### config.mk
export PLATFORM = sky130hd
export DESIGN_NAME = qte_cordic_cell
export DESIGN_NICKNAME = d
export VERILOG_FILES = /design/src/hdl/qte_pkg.sv /design/src/hdl/qte_cordic_cell.sv
export SDC_FILE = /design/constraint.sdc
export NUM_CORES = 1
export LEC_CHECK = 0
export ABC_CLOCK_PERIOD_IN_PS = 3320
export BUFFER_PORTS_ARGS = -buffer_cell sky130_fd_sc_hd__buf_2
export CAP_MARGIN = 20
export CORE_MARGIN = 8
export CORE_UTILIZATION = 45
export CTS_CLUSTER_SIZE = 30
export DETAILED_ROUTE_END_ITERATION = 8
export GPL_TIMING_DRIVEN = 1
export PLACE_DENSITY_LB_ADDON = 0.12
export SYNTH_ARGS = -nofsm -noshare
export SYNTH_HDL_FRONTEND = slang
export SYNTH_SLANG_ARGS = --single-unit
export TNS_END_PERCENT = 50
### constraint.sdc
create_clock -name i_clk -period 3.32 [get_ports i_clk]
set_input_delay 0.166 -clock i_clk [delete_from_list [all_inputs] [get_ports i_clk]]
set_output_delay 0.166 -clock i_clk [all_outputs]
set_load 0.05 [all_outputs]
### src/hdl/qte_pkg.sv
// Shared constants, widths and the CORDIC arctangent table for the
// quaternion to Euler angle core. No dependencies.
package qte_pkg;

    localparam int CORDIC_STEPS_DEF  = 16;
    localparam int FRACTION_BITS_DEF = 16;

    localparam int QW      = 18;   // quaternion component width
    localparam int ROLL_W  = 19;
    localparam int PITCH_W = 18;
    localparam int YAW_W   = 19;
    localparam int PROD_W  = 36;   // 18 x 18 signed product

    localparam int ZW       = 34;  // Q30 angle accumulator
    localparam int SQ_W     = 62;  // square root radicand
    localparam int SQ_STEPS = 31;  // root digits for a radicand below 2^62
    localparam int MAX_STEPS = 30;

    localparam logic signed [ZW-1:0] Q30_HALF_PI = 34'sd1686629713;
    localparam logic signed [ZW-1:0] Q30_PI      = 34'sd3373259426;
    localparam logic [31:0]          Q30_ONE     = 32'h4000_0000;

    // Width of a CORDIC operand: covers 2^(2F) plus growth and pre-rotation.
    function automatic int arg_width(input int fb);
        return ((2 * fb > 37) ? 2 * fb : 37) + 4;
    endfunction

    function automatic logic signed [ZW-1:0] atan_q30(input int idx);
        logic signed [ZW-1:0] v;
        case (idx)
            0:  v = 34'sh3243F6A8;
            1:  v = 34'sh1DAC6705;
            2:  v = 34'sh0FADBAFC;
            3:  v = 34'sh07F56EA6;
            4:  v = 34'sh03FEAB76;
            5:  v = 34'sh01FFD55B;
            6:  v = 34'sh00FFFAAA;
            7:  v = 34'sh007FFF55;
            8:  v = 34'sh003FFFEA;
            9:  v = 34'sh001FFFFD;
            10: v = 34'sh000FFFFF;
            11: v = 34'sh0007FFFF;
            12: v = 34'sh0003FFFF;
            13: v = 34'sh0001FFFF;
            14: v = 34'sh0000FFFF;
            15: v = 34'sh00007FFF;
            16: v = 34'sh00003FFF;
            17: v = 34'sh00001FFF;
            18: v = 34'sh00000FFF;
            19: v = 34'sh000007FF;
            20: v = 34'sh000003FF;
            21: v = 34'sh000001FF;
            22: v = 34'sh000000FF;
            23: v = 34'sh0000007F;
            24: v = 34'sh0000003F;
            25: v = 34'sh0000001F;
            26: v = 34'sh0000000F;
            27: v = 34'sh00000007;
            28: v = 34'sh00000003;
            29: v = 34'sh00000001;
            default: v = '0;
        endcase
        return v;
    endfunction

endpackage

### src/hdl/qte_cordic_cell.sv
// One vectoring CORDIC iteration, registered, with a side payload.
// Depends on qte_pkg for the arctangent table.
module qte_cordic_cell #(
    parameter int STEP = 0,
    parameter int AW   = 41,
    parameter int PW   = 1
) (
    input  logic                          i_clk,
    input  logic                          i_en,
    input  logic signed [AW-1:0]          i_x,
    input  logic signed [AW-1:0]          i_y,
    input  logic signed [qte_pkg::ZW-1:0] i_z,
    input  logic [PW-1:0]                 i_side,
    output logic signed [AW-1:0]          o_x,
    output logic signed [AW-1:0]          o_y,
    output logic signed [qte_pkg::ZW-1:0] o_z,
    output logic [PW-1:0]                 o_side
);
    import qte_pkg::*;

    logic signed [AW-1:0] xs, ys, n_x, n_y, r_x, r_y;
    logic signed [ZW-1:0] n_z, r_z;
    logic [PW-1:0]        r_side;

    always_comb begin
        xs = i_x >>> STEP;
        ys = i_y >>> STEP;
        if (!i_y[AW-1]) begin
            n_x = i_x + ys;
            n_y = i_y - xs;
            n_z = i_z + atan_q30(STEP);
        end else begin
            n_x = i_x - ys;
            n_y = i_y + xs;
            n_z = i_z - atan_q30(STEP);
        end
    end

    always_ff @(posedge i_clk) begin
        if (i_en) begin
            r_x    <= n_x;
            r_y    <= n_y;
            r_z    <= n_z;
            r_side <= i_side;
        end
    end

    assign o_x    = r_x;
    assign o_y    = r_y;
    assign o_z    = r_z;
    assign o_side = r_side;
endmodule

-- Word level (Yosys, flattened, before mapping)
Cells that the tools add are included.
- bits in registers: 117
- word-level logic and storage cells: 12
- add/sub/neg operators: 5
- multiplexer cells: 3
- operator list (operator ; number):
    41-bit 2-to-1 mux ; 2
    41-bit subtractor ; 2
    41-bit adder ; 1
    34-bit by 31-bit adder with 34-bit output (second input constant) ; 1
    34-bit 2-to-1 mux ; 1
    34-bit by 31-bit subtractor with 34-bit output (second input constant) ; 1

-- Longest topological paths before layout
Gate-level depths: netlist of the first run.
- depth after elaboration: 2
- depth in mapped cells: 13
- depth with buffers taken out: 13

-- Least setup slack after synthesis of the first run
OpenSTA, ideal clock, no wires.
- path kind: input to register
- from: input port i_y[40]
- to: register r_z[33], in the netlist o_z[33] (data pin)
- setup time: 262 ps
- arrival time: 3216 ps
- required time: 3058 ps
- slack: -158 ps
- stages on the path: 12
- buffers on the path: 1
- cells stage by stage: inv_1 > clkbuf_1 > ha_1 > nor2b_1 > o31a_1 > o31a_1 > o21a_1 > o41a_1 > a21oi_2 > o21ai_1 > a221oi_2 > xnor2_1
- cells in the longest elaborated chain, start to end: 1
- ends and longest elaborated chain (what ; line ; text):
    from (decl) ; qte_cordic_cell.sv:11 ; input logic signed [AW-1:0] i_y,
    34-bit 2-to-1 mux ; qte_cordic_cell.sv:28 ; if (!i_y[AW-1]) begin
    net n_z[33] ; qte_cordic_cell.sv:22 ; logic signed [ZW-1:0] n_z, r_z;
    to (signal assigned) ; qte_cordic_cell.sv:43 ; r_z <= n_z;
    to (decl) ; qte_cordic_cell.sv:22 ;
The timed path passes the listed nets, and every way through them passes these cells.
A chain may end at the register's enable or synchronous reset.

-- Final worst setup path of the first run
- from: input port i_x[4]
- to: register r_x[33], in the netlist o_x[33] (data pin)
- cells in the longest elaborated chain, start to end: 2
- elaborated cells between the ends (all ways): 3
- classes of those cells: add/sub (2); mux (1)
- ends and longest elaborated chain (what ; line ; text):
    from (decl) ; qte_cordic_cell.sv:10 ; input logic signed [AW-1:0] i_x,
    41-bit adder or 41-bit subtractor (tied branches) ; qte_cordic_cell.sv:29, qte_cordic_cell.sv:33 ;
    41-bit 2-to-1 mux (*) ; qte_cordic_cell.sv:28 ;
    net n_x[33] ; qte_cordic_cell.sv:21 ; logic signed [AW-1:0] xs, ys, n_x, n_y, r_x, r_y;
    to (signal assigned) ; qte_cordic_cell.sv:41 ; r_x <= n_x;
    to (decl) ; qte_cordic_cell.sv:21 ;
Mark *: on every way through the listed nets, which the timed path passes. The rest lies on a longest branch.

==> results of run 1 <==
-- final timing paths --
check	slack, ns	cells past startpoint	start	endpoint
max	0.26	15	i_x[4]	o_x[33]$_DFFE_PP_
min	0.04	2	i_z[3]	o_z[3]$_DFFE_PP_
-- cells in the mapped netlist (all sizes together), types with 9 or more instances --
library cell,number,area [um2]
o21bai,34,255
a21oi,198,998
o211ai,14,105
mux2i,20,200
inv,129,484
buf,24,114
nor3,23,115
xnor2,84,736
o21ai,112,564
nand4,18,113
nor2,111,417
nand2b,12,75.1
a211oi,9,67.6
nand3,21,105
a21o,36,270
o31ai,14,105
nor2b,12,75.1
xor2,16,140
nor4,13,81.3
o21a,21,158
nand2,86,323
clkbuf,32,120
edfxtp,116,3480
ha,149,1860
-- cell usage in the layout (no fill, tap or decap), drive strengths merged, types with 23 or more instances in the layout --
| master | netlist | final |
|---|---|---|
| a21oi | 198 | 198 |
| o21ai | 112 | 112 |
| a21o | 36 | 36 |
| inv | 129 | 136 |
| nor3 | 23 | 23 |
| ha | 149 | 149 |
| buf | 24 | 369 |
| edfxtp | 116 | 116 |
| nand2 | 86 | 86 |
| o21bai | 34 | 34 |
| nor2 | 111 | 111 |
| xnor2 | 84 | 84 |
-- flip-flops by register name, indices dropped and copies added (netlist names) --
register / count
o_x: 41
o_z: 34
o_y: 40
o_side: 1
-- metal layers --
layer / track usage, % / routed length [um] / vias to the layer above
li1: - / - / 5835
met1: 32.6 / 19100 / 5601
met2: 40.7 / 18900 / 492
met3: 4.46 / 2650 / 83
met4: 8.77 / 1230 / 0
met5: 0 / 0 / -
-- power by group through the flow --
stage	registers (mW)	clock network, mW	logic [mW]
after floorplan	2.89	0	1.32
after global routing	2.03	2.10	3.46
after detailed placement	2.04	0	3.21
final	2.01	2.02	3.25
after CTS	2.01	2.05	3.23
after global placement	2.04	0	3.21
-- area by class of cell --
type | instances | area, um2 | area share (%)
tap | 341 | 427 | 2.82
clock buffer | 17 | 425 | 2.82
timing repair buffer | 373 | 2240 | 14.8
inverter | 132 | 495 | 3.28
sequential | 116 | 3480 | 23.1
clock inverter | 15 | 194 | 1.28
multi-input combinational | 1123 | 7850 | 51.9
-- kinds of logic after synthesis --
| logic type | Yosys count | synth area share [%] |
|---|---|---|
| AND/OR/NAND/NOR | 335 | 13.2 |
| buffers and inverters | 188 | 6.05 |
| XOR/XNOR | 100 | 7.26 |
| adder cells (fa/ha/maj) | 153 | 16.1 |
| flip-flops | 116 | 28.9 |
| AO/OA/AOI/OAI | 514 | 26.7 |
| multiplexers | 21 | 1.75 |
==> reports/metrics.csv, run 1 <==
stage;metric;value;unit
power_and_ir_drop;internal_power;4.19;mW
logic_synthesis;synth_area_per_cell;8.45;um2
sta;setup_tns;0;ns
power_and_ir_drop;pwr-share-seq;27.6;%
logic_synthesis;synth_nets;1699;
drt;drt_iter0_drc;923;
place;dp_slack;-0.0660;ns
worst_setup_path;cp-start-kind;input pin;
sta;holdWs;0.0405;ns
power_and_ir_drop;peakVddDrop;0.000251;V
floorplan;coreArea;0.0267;mm2
layout;final_cell_count_no_fill;2117;
place;dpl_cell_area;0.0145;mm2
layout;nFillCells;2524;
logic_synthesis;synth_edf_count;116;
sta;max_slew_margin;20.9;%
logic_synthesis;synthCells;1427;
sta;min_period_over_period;92.2;%
cts;cts_resized;0;
power_and_ir_drop;leakage;6.95;nW
cts;clockRootBuffer;clkbuf_16;
drt;drt_first_pass_iters;7;
drt;wire_per_inst;19.8;um
sta;fin_crit;3.06;ns
logic_synthesis;yosysUniqueCellTypes;76;
drt;num_vias;12000;
sta;fin_ws;0.258;ns
sta;fmaxAchievable;327;MHz
global_route;grt_pass1_vias;12000;
global_route;grt_max_degree;101;
cts;cts_made_buffers;17;
floorplan;ios;236;
logic_synthesis;yosysSeqAreaShare;28.9;%
outcome;outcome;completed;
floorplan;die_w;180;um
place;gp_congestion;0.954;
cts;htreeDepth;4;
place;place.detailed.hpwl;33700;um
drt;drc;0;
sta;drv_slew;0;
sta;worstMarginPinSlew;1.19;ns
logic_synthesis;synth_ff_type;edfxtp_1;
cts;cts_sinks;116;
floorplan;num_rows;60;
layout;final_nets;2035;
worst_setup_path;path_class;in -> reg;
floorplan;initial_core_util;45.3;%
place;portBuffers;235;
global_route;grt_first_pass_wirelength;65100;um
worst_setup_path;crit_chain;buf_2, inv_1, ha_1, and2_1, and3_1, a2111oi_0, buf_4, or2_2, o21a_1, o21ai_0, a21oi_1, buf_4, o21bai_1, a21oi_1, xnor2_1;
layout;finish.utilization;56.7;%
power_and_ir_drop;sw_frac_of_total;42.5;%
power_and_ir_drop;pwr-share-clk;27.8;%
global_route;antenna_found_initial;0;
place;dp_cells;2081;
cts;cts_tree;yes;
worst_setup_path;cp_top_family;compound AO/OA/AOI/OAI gates;
layout;syn_to_final_growth;25.3;%
job;maxCapViolations;0;
logic_synthesis;ys_warn_count;0;
worst_setup_path;arrival;3.24;ns
power_and_ir_drop;report.power.total;7.29;mW
worst_setup_path;endpoint_kind;flop;
logic_synthesis;syn_area;0.0121;mm2
logic_synthesis;synth-async-reset-ratio;0;%
power_and_ir_drop;power_density;482;mW/mm2
cts;cts_setup_buffers;0;
power_and_ir_drop;power_switching;3.09;mW
sta;hold_viol_final;0;
logic_synthesis;ys_ff_latch;116;
cts;clock_path_buffers;2;
cts;cts_hold_buf;4;
global_route;track_usage;24.9;%
drt;ant_nets;0;
drt;drt-total-wl;41900;um
worst_setup_path;critPathMaxFanout;8;
layout;final_layout_size_suffix_gt1_share;23.9;%
layout;design_area;0.0151;mm2
hold_path;hold_path_class;in -> reg;
drt;vias_per_cell;5.67;
sta;rsz0062_at_grt;no;
worst_setup_path;required;3.50;ns
layout;num_antenna_cells;0;
worst_setup_path;critPathMaxStageDelay;0.63;ns
worst_setup_path;cp_num_buf_inv;4;
floorplan;die_h;180;um
global_route;grt_overflow;0;
cts;clkTransAtPathRegs;0.07;ns
floorplan;dieArea;0.0323;mm2
worst_setup_path;cp_slowest_cell;a2111oi_0;
power_and_ir_drop;pwr-share-comb;44.6;%
sta;setup_viol;0;
Note: power is estimated with default switching activity, not from simulation.
==> inputs of run 2 (changes only) <==
--- a/config.mk
+++ b/config.mk
@@ -7,7 +7,8 @@
 export LEC_CHECK = 0
 export ABC_CLOCK_PERIOD_IN_PS = 3320
 export BUFFER_PORTS_ARGS = -buffer_cell sky130_fd_sc_hd__buf_2
-export CAP_MARGIN = 20
+export CAP_MARGIN = 0
+export CORE_ASPECT_RATIO = 0.7
 export CORE_MARGIN = 8
 export CORE_UTILIZATION = 45
 export CTS_CLUSTER_SIZE = 30
==> run 2 against run 1 <==
Compared with the run above:
- combinational power is essentially flat
- die area grew 0.26%
- routed wire length grew 5.3%
- sequential cell count is the same
- first-iteration DRC count grew 28%
- critical path depth is the same
- clock power shrank 5%
- design area shrank 0.45%
- largest cell class unchanged
- largest power group unchanged
==> reports/metrics.csv, run 2 (synthesis gave the netlist of run 1 again) <==
stage;metric;value;unit;change
place;portBuffers;235;;unchanged
worst_setup_path;required;3.50;ns;about the same
layout;largest_reg_flops;41;;unchanged
drt;routed-wl-met2;17900;um;-5.4%
layout;final_cell_mix;buf_2 (233), a21oi_1 (196), ha_1 (149);;
power_and_ir_drop;peakVddDrop;0.000328;V;+31%
global_route;grt_pass1_vias;11900;;-1.2%
drt;routed.top_layer;met5;;
floorplan;coreArea;0.0265;mm2;-0.47%
drt;drt_first_pass_iters;6;;-1
drt;vias_per_cell;5.77;;+1.7%
outcome;outcome;completed;;
layout;nFillCells;2581;;+2.3%
place;dp_cells;2095;;+0.67%
drt;wire_per_inst;20.7;um;+4.6%
sta;rsz0062_at_grt;no;;
sta;setup_viol;0;;unchanged
floorplan;initial_core_util;45.5;%;+0.21 points
cts;cts_made_buffers;17;;unchanged
cts;clkTransAtPathRegs;0.06;ns;about the same
global_route;grt_first_pass_wirelength;68300;um;+4.9%
layout;final_layout_size_suffix_gt1_share;23.3;%;-0.56 points
cts;htreeDepth;4;;unchanged
worst_setup_path;crit_start;i_x[4];;
sta;fin_ws;0.223;ns;-0.0344 ns
hold_path;hp-start;i_z[3];;
drt;met3WireLength;4230;um;+60%
cts;cts_sinks;116;;unchanged
place;gp_congestion;0.993;;+4.0%
floorplan;dieArea;0.0324;mm2;+0.26%
layout;num_antenna_cells;0;;unchanged
global_route;grt_max_degree;80;;-21%
job;maxCapViolations;0;;unchanged
place;place.detailed.hpwl;35700;um;+6.1%
floorplan;ios;236;;unchanged
worst_setup_path;cp-start-kind;input pin;;
worst_setup_path;endpoint_kind;flop;;
drt;ant_nets;0;;unchanged
worst_setup_path;arrival;3.27;ns;+0.03 ns
layout;final_cell_count_no_fill;2131;;+0.66%
layout;final_common_cell;buf_2;;
layout;finish.utilization;56.7;%;about the same
drt;drc;0;;unchanged
drt;drt-total-wl;44100;um;+5.3%
cts;clock_path_buffers;2;;unchanged
place;dpl_cell_area;0.0144;mm2;-0.27%
place;dp_slack;-0.180;ns;-0.114 ns
cts;clockRootBuffer;clkbuf_16;;
floorplan;die_w;212;um;+18%
floorplan;num_rows;50;;-17%
layout;syn_to_final_growth;24.7;%;
hold_path;hold_path_class;in -> reg;;
power_and_ir_drop;leakage;6.89;nW;-0.88%
layout;design_area;0.0150;mm2;-0.45%
drt;m1WireLength;21100;um;+11%
sta;drv_slew;0;;unchanged
global_route;antenna_found_initial;1;;+1
cts;cts_setup_buffers;0;;unchanged
sta;holdWs;0.0635;ns;+0.0229 ns
sta;worstMarginPinSlew;0.942;ns;-0.245 ns
floorplan;die_h;153;um;-15%
layout;final_nets;2026;;-0.44%
drt;drt_iter0_drc;1179;;+28%
worst_setup_path;path_class;in -> reg;;
sta;fmaxAchievable;323;MHz;-1.1%
global_route;track_usage;26.5;%;+1.6 points
global_route;grt_overflow;0;;unchanged
sta;max_slew_margin;37.2;%;+16 points
sta;hold_viol_final;0;;unchanged
sta;fin_crit;3.10;ns;+0.0344 ns
worst_setup_path;critPathMaxFanout;6;;-2
cts;cts_tree;yes;;
sta;min_period_over_period;93.3;%;+1.0 points
drt;num_vias;12300;;+2.4%
power_and_ir_drop;power_density;480;mW/mm2;-0.44%
run 2: cell count changes in the layout (fill, tap and decap cells not counted):
cell,change
buf_4,-9
o21ai_1,+1
clkinvlp_4,+1
inv_8,-2
o21ai_0,-1
clkinv_1,+2
clkbuf_1,+1
clkinv_2,+2
inv_6,-4
run 2: where the power goes:
part,internal (mW),switching (mW),leakage [nW]
combinational,1.03,2.24,5.47
sequential,1.94,0.0817,1.14
clock,1.17,0.749,0.283
run 2: worst paths after layout:
check | end | slack, ns | cells after the start
max | o_x[25]$_DFFE_PP_ | 0.22 | 15
min | o_z[3]$_DFFE_PP_ | 0.06 | 2
run 2: through the flow:
stage | power (mW) | TNS (ns)
floorplan | 4.21 | 0
global placement | 5.26 | -0.701
detailed placement | 5.27 | -0.749
finish | 7.22 | 0
global route | 7.52 | 0
CTS | 7.20 | 0
run 2: worst max-delay path, stage by stage:
cell and delay [ns]:
buf_2 0.09, inv_1 0.04, ha_1 0.39, and2_1 0.22, and3_1 0.18, a2111oi_0 0.61, buf_4 0.22, or2_2 0.12
o21a_1 0.19, o21ai_1 0.14, buf_4 0.18, a21boi_0 0.30, o41ai_1 0.13, a21oi_1 0.19, xnor2_1 0.10
run 2: per-layer routing:
metal | global-route usage (%) | up-vias
met5 | 0 | -
met4 | 6.50 | 2
met3 | 5.82 | 64
met2 | 37.7 | 635
met1 | 39.6 | 5764
li1 | - | 5833
run 2: timing repair:
action | CTS | global route
endpoints found under the hold margin | 4 | 0
gates resized for setup | 0 | 1
hold buffers | 4 | 0
setup endpoints to repair | 0 | 2
run 2: layout make-up:
type                    count  area, um2  area share [%]
repair buffers            364       2170            14.4
well taps                 364        455            3.03
multi-input cells        1123       7850            52.2
clock inverters            14        161            1.07
flip-flops and latches    116       3480            23.2
inverters                 132        495            3.29
clock buffers              18        429            2.85
