==> src/hdl/qte_pkg.sv <==
// Shared constants, widths and the CORDIC arctangent table for the
// quaternion to Euler angle core. No dependencies.
package qte_pkg;

    localparam int CORDIC_STEPS_DEF  = 16;
    localparam int FRACTION_BITS_DEF = 16;

    localparam int QW      = 18;   // quaternion component width
    localparam int ROLL_W  = 19;
    localparam int PITCH_W = 18;
    localparam int YAW_W   = 19;
    localparam int PROD_W  = 36;   // 18 x 18 signed product

    localparam int ZW       = 34;  // Q30 angle accumulator
    localparam int SQ_W     = 62;  // square root radicand
    localparam int SQ_STEPS = 31;  // root digits for a radicand below 2^62
    localparam int MAX_STEPS = 30;

    localparam logic signed [ZW-1:0] Q30_HALF_PI = 34'sd1686629713;
    localparam logic signed [ZW-1:0] Q30_PI      = 34'sd3373259426;
    localparam logic [31:0]          Q30_ONE     = 32'h4000_0000;

    // Width of a CORDIC operand: covers 2^(2F) plus growth and pre-rotation.
    function automatic int arg_width(input int fb);
        return ((2 * fb > 37) ? 2 * fb : 37) + 4;
    endfunction

    function automatic logic signed [ZW-1:0] atan_q30(input int idx);
        logic signed [ZW-1:0] v;
        case (idx)
            0:  v = 34'sh3243F6A8;
            1:  v = 34'sh1DAC6705;
            2:  v = 34'sh0FADBAFC;
            3:  v = 34'sh07F56EA6;
            4:  v = 34'sh03FEAB76;
            5:  v = 34'sh01FFD55B;
            6:  v = 34'sh00FFFAAA;
            7:  v = 34'sh007FFF55;
            8:  v = 34'sh003FFFEA;
            9:  v = 34'sh001FFFFD;
            10: v = 34'sh000FFFFF;
            11: v = 34'sh0007FFFF;
            12: v = 34'sh0003FFFF;
            13: v = 34'sh0001FFFF;
            14: v = 34'sh0000FFFF;
            15: v = 34'sh00007FFF;
            16: v = 34'sh00003FFF;
            17: v = 34'sh00001FFF;
            18: v = 34'sh00000FFF;
            19: v = 34'sh000007FF;
            20: v = 34'sh000003FF;
            21: v = 34'sh000001FF;
            22: v = 34'sh000000FF;
            23: v = 34'sh0000007F;
            24: v = 34'sh0000003F;
            25: v = 34'sh0000001F;
            26: v = 34'sh0000000F;
            27: v = 34'sh00000007;
            28: v = 34'sh00000003;
            29: v = 34'sh00000001;
            default: v = '0;
        endcase
        return v;
    endfunction

endpackage

==> src/hdl/qte_sqrt_cell.sv <==
// One digit of the restoring integer square root, registered.
// Carries a side payload along with the partial root. Depends on qte_pkg.
module qte_sqrt_cell #(
    parameter int K  = 0,
    parameter int PW = 1
) (
    input  logic                     i_clk,
    input  logic                     i_en,
    input  logic [qte_pkg::SQ_W-1:0] i_rad,
    input  logic [qte_pkg::SQ_W-1:0] i_root,
    input  logic [PW-1:0]            i_side,
    output logic [qte_pkg::SQ_W-1:0] o_rad,
    output logic [qte_pkg::SQ_W-1:0] o_root,
    output logic [PW-1:0]            o_side
);
    import qte_pkg::*;

    logic [SQ_W-1:0] bitv, trial, n_rad, n_root;
    logic [SQ_W-1:0] r_rad, r_root;
    logic [PW-1:0]   r_side;
    logic            ge;

    always_comb begin
        bitv  = SQ_W'(1) << (2 * K);
        trial = i_root + bitv;
        ge    = (i_rad >= trial);
        n_rad  = ge ? (i_rad - trial) : i_rad;
        n_root = ge ? ((i_root >> 1) + bitv) : (i_root >> 1);
    end

    always_ff @(posedge i_clk) begin
        if (i_en) begin
            r_rad  <= n_rad;
            r_root <= n_root;
            r_side <= i_side;
        end
    end

    assign o_rad  = r_rad;
    assign o_root = r_root;
    assign o_side = r_side;
endmodule

==> config.mk <==
export PLATFORM = sky130hd
export DESIGN_NAME = qte_sqrt_cell
export DESIGN_NICKNAME = d
export VERILOG_FILES = /design/src/hdl/qte_pkg.sv /design/src/hdl/qte_sqrt_cell.sv
export SDC_FILE = /design/constraint.sdc
export NUM_CORES = 1
export LEC_CHECK = 0
export ABC_AREA = 1
export BUFFER_PORTS_ARGS = -buffer_cell sky130_fd_sc_hd__buf_2
export CAP_MARGIN = 20
export CORE_MARGIN = 5
export CORE_UTILIZATION = 45
export DETAILED_ROUTE_END_ITERATION = 12
export PLACE_DENSITY_LB_ADDON = 0.12
export REMOVE_ABC_BUFFERS = 1
export SETUP_SLACK_MARGIN = 0.15
export SYNTH_ARGS = -nofsm -noshare
export SYNTH_HDL_FRONTEND = slang
export SYNTH_SLANG_ARGS = --single-unit
==> constraint.sdc <==
create_clock -name i_clk -period 10.4 [get_ports i_clk]
set_input_delay 2.08 -clock i_clk [delete_from_list [all_inputs] [get_ports i_clk]]
set_output_delay 2.08 -clock i_clk [all_outputs]
set_load 0.005 [all_outputs]
# Yosys cells after proc, flatten, opt, wreduce, memory -nomap -nowiden
# Index checks and enable logic that the tools add are counted.
word_totals:
  out_inout_bits: 125
  in_bits: 127
  regBits: 125
  wordCells: 10
classes:
  order_cmp: 1
  n_addsub: 3
  n_mux: 2
ops:
  columns: ["op", "n"]
  rows:
  - ["61-bit by 1-bit adder with 62-bit output, second input constant", 1]
  - ["62-bit by 1-bit adder with 62-bit output, second input constant", 1]
  - ["62-bit greater-or-equal comparator", 1]
  - ["62-bit 2-to-1 mux", 1]
  - ["62-bit subtractor", 1]
  - ["61-bit 2-to-1 mux", 1]

# Logic depth before layout (Yosys ltp)
# Gate-level depths: netlist (run 1).
depth:
  depth_word: 3
  depth_mapped: 25
  depth_no_buf: 24

# Least setup slack after synthesis (run 1)
# OpenSTA, ideal clock, no wires.
synth_timing:
  path_kind: "input to register"
  from: "input i_root[0] in the netlist's numbering"
  to: "register r_root[21], in the netlist o_root[21] (data pin)"
  path_stages: 25
  path_slack_ns: 5.195
  setup_ns: 0.253
  arrival_time_ns: 4.952
  t_required_ns: 10.147
  n_path_buf: 2
  cell_sequence: "ha_1 -> nand2_1 -> nor2_1 -> nand2_1 -> nor2_2 -> nand2_1 -> nor3_2 -> nand2_1 -> xor2_1 -> ha_1 -> nand2_2 -> nor2_2 -> inv_2 -> nor2_2 -> nand2_1 -> nor2_1 -> nand2_1 -> nand3_2 -> nor2_4 -> nand2_8 -> inv_2 -> buf_6 -> buf_4 -> nand2_1 -> nand2_1"
synth_via:
  elab_chain_cells: 3
synth_lines:
  columns: ["element", "line", "source"]
  rows:
  - ["start: declaration", "qte_sqrt_cell.sv:10", "input logic [qte_pkg::SQ_W-1:0] i_root,"]
  - ["62-bit by 1-bit adder with 62-bit output", "qte_sqrt_cell.sv:25", "trial = i_root + bitv;"]
  - ["62-bit greater-or-equal comparator", "qte_sqrt_cell.sv:26", "ge = (i_rad >= trial);"]
  - ["61-bit 2-to-1 mux", "qte_sqrt_cell.sv:28", "n_root = ge ? ((i_root >> 1) + bitv) : (i_root >> 1);"]
  - ["via n_root[21]", "qte_sqrt_cell.sv:18", "logic [SQ_W-1:0] bitv, trial, n_rad, n_root;"]
  - ["end signal: assignment", "qte_sqrt_cell.sv:34", "r_root <= n_root;"]
  - ["end: declaration", "qte_sqrt_cell.sv:19", "logic [SQ_W-1:0] r_rad, r_root;"]
# The timed path passes the listed nets, and every way through them passes these cells.
# A chain may end at the register's enable or synchronous reset.

# Worst setup path after layout (run 1)
layout_timing:
  from: "input i_root[1] in the netlist's numbering"
  to: "register r_rad[61], in the netlist o_rad[61] (data pin)"
layout_via:
  elab_chain_cells: 3
  word_cells_on_any_way: 4
  cone_classes: "add/sub: 2; order compare: 1; mux: 1"
layout_lines:
  columns: ["element", "line", "source"]
  rows:
  - ["62-bit by 1-bit adder with 62-bit output *", "qte_sqrt_cell.sv:25", null]
  - ["62-bit subtractor / 62-bit greater-or-equal comparator (equally long branches)", "qte_sqrt_cell.sv:27, qte_sqrt_cell.sv:26", null]
  - ["62-bit 2-to-1 mux *", "qte_sqrt_cell.sv:27", "n_rad = ge ? (i_rad - trial) : i_rad;"]
  - ["via n_rad[61]", "qte_sqrt_cell.sv:18", null]
  - ["end signal: assignment", "qte_sqrt_cell.sv:33", "r_rad <= n_rad;"]
  - ["end: declaration", "qte_sqrt_cell.sv:19", null]
# Mark *: on every way through the listed nets, which the timed path passes. The rest lies on a longest branch.

==> metrics.txt, run 1 <==
Fmax 0.131 GHz; Final Hold Viols 0; post-placement cell area 0.0154 mm²; Post-synth EDFFs 125; row cnt 64; worst path arrival time 7960 ps; WS Path Type input pin to flop; Slew headroom 32.3%; Fillers 3206; grt total ovfl 0; DRT iter0 DRCs 1340; layout cells sized above 1 12.6%; HPWL after detailed placement 50.7 mm; register bit total from synthesis 125; cells after synthesis 2269; setup violators final 0; pins over their slew limit 0; post-cts repair resize count 0; most frequent cells in the layout nand2_1 (937), inv_1 (431), buf_2 (250); Remaining DRCs 0; total setup buffers inserted after CTS 0; fin nets 2706; clk slew on worst S/H paths 60 ps; initial core utilization 45.4%; Yosys cell types 36; synth warn 0; Root Buffer Master clkbuf_16; status finished, final reports clean; Critical Path Sink Type flop; Critical Path RT 10710 ps; Via density 5.26; CTS hold repair buffers 0; clk buf depth 2; number of max-cap violations 0; routed vias 15.4k; Area growth syn-to-layout 15.8%; drt wl/cell 20.5 µm; detailed-route wire length 60.0 mm; first-pass GRT wire length 86.8 mm; Final Total Pwr 1.96 mW; Post-Syn Area 0.0138 mm²; gp weighted congestion 1.04; Min Hold Slack 1820 ps; CTS sink cnt 125; main flop type after synthesis edfxtp_1; antenna violations before repair 0; Global Route Usage Sum 34.2%; RSZ-0062 raised after global routing false; Final ANT Viol Nets 0; CTS tree built; Pre-antenna DRT Iters 7; Fin Setup TNS 0 ps; nature of the critical path startpoint input pin; post-layout instance area 0.0160 mm²; worst hold path depth 1; Final period util 73.6%; port bufs 251; hold_sp i_side; most common cell after layout, fill and taps aside nand2_1; register area share after synthesis 27.2%; H-tree depth 4; Min-Delay Endpoint o_side; Die Width 185 µm; largest net degree at the start of global routing 102; core area 0.0304 mm²; Worst-Margin Slew 1010 ps; highest net fanout along the worst path 101; die height 185 µm; vias in the first global route 14.6k; n_diodes 0; Async SR Flop Fraction 0%; Leak Pwr 8.68 nW; Syn Area/Cell 6.09 µm²; total CTS buffers 17; pwr dens 123 mW/mm²; area of the die 0.0343 mm²; fin crit period 7660 ps; Max IR drop VDD 0.0000931 V; Hold Crit Class input pin to flop; I/O pins 252
state kept, by name (all words and copies together), names as in the netlist:
register and cells:
o_root 62, o_rad 62, o_side 1
final cells by class:
type / instances / area, µm² / share of cell area (%)
Clock buffer: 18 / 429 / 2.68
Timing Repair Buffer: 254 / 1280 / 8.01
Inverter: 441 / 1660 / 10.3
Multi-Input combinational cell: 1675 / 8210 / 51.3
Sequential cell: 125 / 3750 / 23.5
Tap cell: 396 / 495 / 3.10
Clock inverter: 14 / 169 / 1.06
through the flow:
step / util (%) / setup slack, ps / instances
after global routing: 52.6 / 2420 / 2923
after floorplan: - / 4500 / 2241
after detailed placement: 50.6 / 2460 / 2891
after CTS: 52.6 / 2890 / 2923
final: 52.6 / 2740 / 2923
after global placement: 50.6 / 2560 / 2891
logic make-up after synthesis:
group	synth area share, %
compound gates	3.87
xor+xnor	9.19
fa+ha+maj	5.94
buf+inv	13.4
flops	27.2
simple gates	40.4
report_power, final:
| group | total (mW) | internal (mW) | switching (mW) | leakage, nW |
|---|---|---|---|---|
| clock | 0.641 | 0.377 | 0.263 | 0.280 |
| combinational | 0.659 | 0.211 | 0.448 | 7.18 |
| sequential | 0.660 | 0.643 | 0.0174 | 1.22 |
critical path, stage by stage:
cell,delay [ps]
buf_2,190
ha_1,220
nand2_1,110
nor2_1,370
nand2_1,290
nor2_2,350
nand2_1,220
nor3_2,300
nand2_1,150
nor2_1,150
xor2_1,380
ha_1,410
nand2_1,140
nor2_1,80
and2_1,170
nand2_1,60
nor2_1,50
nand2_1,70
nand3_2,80
nor2_4,150
nand2_8,280
inv_2,730
buf_4,500
nand2_1,110
nand2_1,90
routing by layer:
metal	GRT usage [%]	routed length, µm
met1	43.2	24000
met2	57.9	28000
met3	5.20	4910
met4	15.7	3120
met5	0	0
worst max path at each step:
stage	start	to	cells after the start
6_report	i_root[1]	o_rad[61]	25
5_1_grt	i_root[1]	o_root[58]	24
4_1_cts	i_root[1]	o_rad[58]	24
3_5_place_dp	i_root[1]	o_rad[58]	24
3_3_place_gp	i_root[1]	o_rad[39]	25
2_1_floorplan	i_root[0]	o_rad[49]	23
cells in the mapped netlist (2+ instances only):
cell type | number | area, µm²
nor3_2 | 2 | 20.0
xnor2_1 | 4 | 35.0
o21ai_0 | 60 | 300
nand4_1 | 30 | 188
nand3b_1 | 9 | 67.6
xor2_1 | 141 | 1230
nor3_1 | 45 | 225
and3_1 | 2 | 12.5
and2_1 | 6 | 37.5
nor4_1 | 7 | 43.8
o21ai_1 | 4 | 20.0
a21oi_1 | 38 | 190
edfxtp_1 | 125 | 3750
nand2_1 | 937 | 3520
buf_4 | 13 | 97.6
buf_6 | 5 | 56.3
inv_2 | 10 | 37.5
nor2_2 | 10 | 62.6
clkbuf_1 | 9 | 33.8
inv_1 | 431 | 1620
nand2_2 | 4 | 25.0
nand3_2 | 2 | 20.0
nor2_1 | 174 | 653
nand3_1 | 123 | 616
nor3b_1 | 2 | 15.0
ha_1 | 64 | 801
nor2_4 | 3 | 33.8
Power figures use the tool's default switching activity.
==> inputs of run 2 (changes only) <==
clock period = 6.1 ns   (was 10.4 ns; I/O delays follow)
==> metrics.txt, run 2 (same netlist as run 1, synthesis figures left out) <==
clk slew on worst S/H paths 60 ps (about the same); setup violators final 0 (unchanged); CP Depth 24 (was 25); pins over their slew limit 0 (unchanged); Critical Path RT 6290 ps (was 10710 ps); post-placement cell area 0.0157 mm² (was 0.0154 mm²); area of the die 0.0343 mm² (unchanged); highest net fanout along the worst path 25 (was 101); RSZ-0062 raised after global routing false (unchanged); Root Buffer Master clkbuf_16 (unchanged); CTS tree built (unchanged); Via density 5.15 (was 5.26); total CTS buffers 17 (unchanged); Critical Path Sink Type flop (unchanged); clk buf depth 2 (unchanged); detailed-route wire length 58.6 mm (was 60.0 mm); total area of sequential cells 0.00375 mm² (unchanged); most used cell, CP nand2_1 (unchanged); DRT iter0 DRCs 1308 (was 1340); n_diodes 0 (unchanged); Critical-path top delay cell xor2_1 (was inv_2); worst path arrival time 6000 ps (was 7960 ps); Remaining DRCs 0 (unchanged); I/O pins 252 (unchanged); Fmax 0.172 GHz; Pre-antenna DRT Iters 5 (was 7); CP Capture Point o_root[10] (was o_rad[61]); HPWL after detailed placement 50.4 mm (was 50.7 mm); final worst setup slack 291 ps (was 2740 ps); crit-path leading delay family simple AND/OR/NAND/NOR gates (unchanged); gp weighted congestion 1.02 (was 1.04); nature of the critical path startpoint input pin (unchanged); core area 0.0304 mm² (unchanged); port bufs 251 (unchanged); Buf/Inv on CP 6 (was 3); crit path cell chain buf_2 -> ha_1 -> nand2_1 -> nor2_1 -> buf_4 -> nand2_1 -> nor2_2 -> nand2_1 -> nor3_2 -> nand2_1 -> nor2_1 -> xor2_1 -> ha_1 -> nand2_1 -> inv_2 -> nand2_1 -> nor3_2 -> nand2_1 -> inv_1 -> nand3_2 -> nand2_8 -> buf_12 -> buf_4 -> o21ai_0; Slew headroom 49.8% (was 32.3%); WS Path Type input pin to flop (unchanged); layout cells sized above 1 13.6% (was 12.6%); most common cell after layout, fill and taps aside nand2_1 (unchanged); die height 185 µm (unchanged); Fin Setup TNS 0 ps (unchanged); fin nets 2734 (was 2706); Min Hold Slack 943 ps (was 1820 ps); status finished, final reports clean (unchanged); post-cts repair resize count 0 (unchanged); number of max-cap violations 0 (unchanged); Die Width 185 µm (unchanged); row cnt 64 (unchanged); most frequent cells in the layout nand2_1 (937), inv_1 (431), buf_2 (250) (unchanged); post-layout instance area 0.0162 mm² (was 0.0160 mm²); routed vias 15.2k (was 15.4k); fin crit period 5810 ps; drt wl/cell 19.8 µm (was 20.5 µm); Area growth syn-to-layout 17.4% (was 15.8%); vias in the first global route 14.4k (was 14.6k); crit-path max cell delay 420 ps (was 730 ps); Final Hold Viols 0 (unchanged); CTS sink cnt 125 (unchanged); CTS hold repair buffers 0 (unchanged); total setup buffers inserted after CTS 0 (unchanged); Worst-Margin Slew 747 ps (was 1010 ps); initial core utilization 45.4% (unchanged); largest net degree at the start of global routing 51 (was 102); Leak Pwr 8.83 nW (was 8.68 nW); Setup WS pre-CTS 9.30 ps (was 2460 ps); Final Core Density 53.3% (was 52.6%); Final ANT Viol Nets 0 (unchanged); Max IR drop VDD 0.000161 V (was 0.0000931 V); Final period util 95.2%; Fillers 3254 (was 3206); grt total ovfl 0 (unchanged); pwr dens 202 mW/mm² (was 123 mW/mm²); Setup crit start i_root[1] (unchanged); Global Route Usage Sum 33.7% (was 34.2%); H-tree depth 4 (unchanged); multi-input combinational cell area 0.00821 mm² (unchanged); antenna violations before repair 0 (unchanged); Hold Crit Class input pin to flop (unchanged); first-pass GRT wire length 85.0 mm (was 86.8 mm)
==> run 2: cell types whose count changed in the layout (fill, tap and decap cells not counted), sizes merged <==
| cell | previous run | this run |
|---|---|---|
| clkinvlp | 4 | 3 |
| bufinv | 3 | 1 |
| buf | 254 | 282 |
| clkinv | 5 | 8 |
==> run 2: power by group <==
group	switching (mW)	internal [mW]
clock	0.444	0.559
combinational	0.756	0.386
sequential	0.0324	1.10
total	1.23	2.04
==> run 2: cell type report <==
type | count | share of cell area, %
Inverter | 441 | 10.2
Clock buffer | 18 | 2.65
Timing Repair Buffer | 282 | 9.58
Clock inverter | 14 | 0.748
Sequential cell | 125 | 23.1
Tap cell | 396 | 3.05
Multi-Input combinational cell | 1675 | 50.6
==> run 2: how the worst min path moves through the flow <==
stage / start / to / slack, ps / depth (start not counted)
3_5_place_dp: i_side / o_side / 1400 / 1
6_report: i_side / o_side / 940 / 1
5_1_grt: i_side / o_side / 940 / 1
4_1_cts: i_side / o_side / 930 / 1
2_1_floorplan: i_side / o_side / 1320 / 0
3_3_place_gp: i_side / o_side / 1400 / 1
==> run 2: routing by layer <==
metal,wire [µm],vias up,global-route usage [%]
li1,-,7510,-
met1,23200,6881,41.4
met2,27800,696,58.0
met3,4460,114,4.38
met4,3160,0,16.7
met5,0,-,0
==> run 2: metrics by stage <==
stage	cells	power [mW]
finish	2951	3.27
global route	2951	3.45
CTS	2951	3.27
detailed placement	2919	2.27
global placement	2919	2.26
floorplan	2241	1.77
==> inputs of run 3 (changes only) <==
CAP_MARGIN = 10   (was 20)
CTS_CLUSTER_SIZE = 12   (was not set)
clock period = 5.15 ns   (was 6.1 ns; I/O delays follow)
==> metrics.txt, run 3 (same netlist as run 1, synthesis figures left out) <==
status finished, final reports clean (unchanged); crit-path leading delay family simple AND/OR/NAND/NOR gates (unchanged); Final ANT Viol Nets 0 (unchanged); Setup crit start i_root[1] (unchanged); CP Depth 25 (was 24); Min Hold Slack 750 ps (was 943 ps); I/O pins 252 (unchanged); Leak Pwr 9.20 nW (was 8.83 nW); Comb power frac 35.4% (was 34.9%); crit-path max cell delay 430 ps (was 420 ps); Critical Path RT 5350 ps (was 6290 ps); pwr dens 236 mW/mm² (was 202 mW/mm²); fin crit period 4740 ps; fin nets 2808 (was 2734); n_diodes 0 (unchanged); port bufs 251 (unchanged); Root Buffer Master clkbuf_16 (unchanged); Buf/Inv on CP 6 (unchanged); final worst setup slack 405 ps (was 291 ps); grt total ovfl 0 (unchanged); Global Route Usage Sum 34.6% (was 33.7%); share of power burned in registers 33.7% (was 34.5%); most used cell, CP nand2_1 (unchanged); area of the die 0.0343 mm² (unchanged); drt wl/cell 20.0 µm (was 19.8 µm); post-layout instance area 0.0168 mm² (was 0.0162 mm²); Hold Crit Class input pin to flop (unchanged); Pre-antenna DRT Iters 6 (was 5); initial core utilization 45.4% (unchanged); most frequent cells in the layout nand2_1 (937), inv_1 (431), buf_2 (250) (unchanged); most common cell after layout, fill and taps aside nand2_1 (unchanged); layout cells sized above 1 15.9% (was 13.6%); Final Hold Viols 0 (unchanged); H-tree depth 4 (unchanged); HPWL after detailed placement 51.8 mm (was 50.4 mm); number of max-cap violations 0 (unchanged); gp weighted congestion 1.06 (was 1.02); Setup WS pre-CTS -129 ps (was 9.30 ps); Critical-path top delay cell ha_1 (was xor2_1); worst path arrival time 4950 ps (was 6000 ps); Worst-Margin Slew 816 ps (was 747 ps); clk buf depth 2 (unchanged); clock network power share 31.0% (was 30.6%); post-placement cell area 0.0162 mm² (was 0.0157 mm²); detailed-route wire length 60.4 mm (was 58.6 mm); Final period util 92.1%; CTS sink cnt 125 (unchanged); Critical Path Sink Type flop (unchanged); CP Capture Point o_rad[37] (was o_root[10]); net load switching power 1.47 mW (was 1.23 mW); RSZ-0062 raised after global routing false (unchanged); highest net fanout along the worst path 25 (unchanged); CTS tree built (unchanged); total CTS buffers 17 (unchanged); core area 0.0304 mm² (unchanged); CTS hold repair buffers 0 (unchanged); Max IR drop VDD 0.000209 V (was 0.000161 V); vias in the first global route 14.9k (was 14.4k); Area growth syn-to-layout 21.4% (was 17.4%); nature of the critical path startpoint input pin (unchanged); Remaining DRCs 0 (unchanged); clk slew on worst S/H paths 60 ps (about the same); internal power 2.49 mW (was 2.04 mW); routed vias 15.6k (was 15.2k); largest net degree at the start of global routing 74 (was 51); DRT iter0 DRCs 1383 (was 1308); setup violators final 0 (unchanged); Die Width 185 µm (unchanged); antenna violations before repair 0 (unchanged); net switching fraction of the power 37.0% (was 37.6%); die height 185 µm (unchanged); row cnt 64 (unchanged); Fin Setup TNS 0 ps (unchanged); WS Path Type input pin to flop (unchanged); Fmax 0.211 GHz; Via density 5.14 (was 5.15); pins over their slew limit 0 (unchanged); Slew headroom 45.6% (was 49.8%); first-pass GRT wire length 87.4 mm (was 85.0 mm)
-- run 3: worst min path at each step --
stage | start | to | slack, ps | cells after the start
floorplan | i_side | o_side | 1130 | 0
global placement | i_side | o_side | 1210 | 1
detailed placement | i_side | o_side | 1210 | 1
CTS | i_side | o_side | 740 | 1
global route | i_side | o_side | 740 | 1
finish | i_side | o_side | 750 | 1
-- run 3: power by group through the flow --
| stage | clock (mW) | sequential [mW] | combinational, mW |
|---|---|---|---|
| floorplan | 0 | 1.37 | 0.723 |
| global placement | 0 | 1.35 | 1.37 |
| detailed placement | 0 | 1.35 | 1.38 |
| CTS | 1.23 | 1.33 | 1.38 |
| global route | 1.28 | 1.34 | 1.54 |
| finish | 1.23 | 1.33 | 1.40 |
-- run 3: final cells by class --
class                           instances  area, µm²
Clock buffer                           20        437
Clock inverter                         12        120
Fill cell                            3196      13700
Inverter                              441       1660
Multi-Input combinational cell       1675       8210
Sequential cell                       125       3750
Tap cell                              396        495
Timing Repair Buffer                  356       2100
-- run 3: routing by layer --
metal	wire [µm]	global-route usage [%]
met1	24200	43.0
met2	27800	57.8
met3	4570	4.75
met4	3820	19.6
met5	0	0
-- run 3: what timing repair did --
action,in CTS,in global routing
endpoints found under the setup margin,0,7
gates resized for setup,0,1
buffers inserted,0,0
-- run 3: through the flow --
stage	instances	power, mW	util, %
3_5_place_dp	2993	2.73	53.3
6_report	3025	3.96	55.1
4_1_cts	3025	3.95	55.1
5_1_grt	3025	4.17	55.1
2_1_floorplan	2241	2.09	-
3_3_place_gp	2993	2.72	53.3
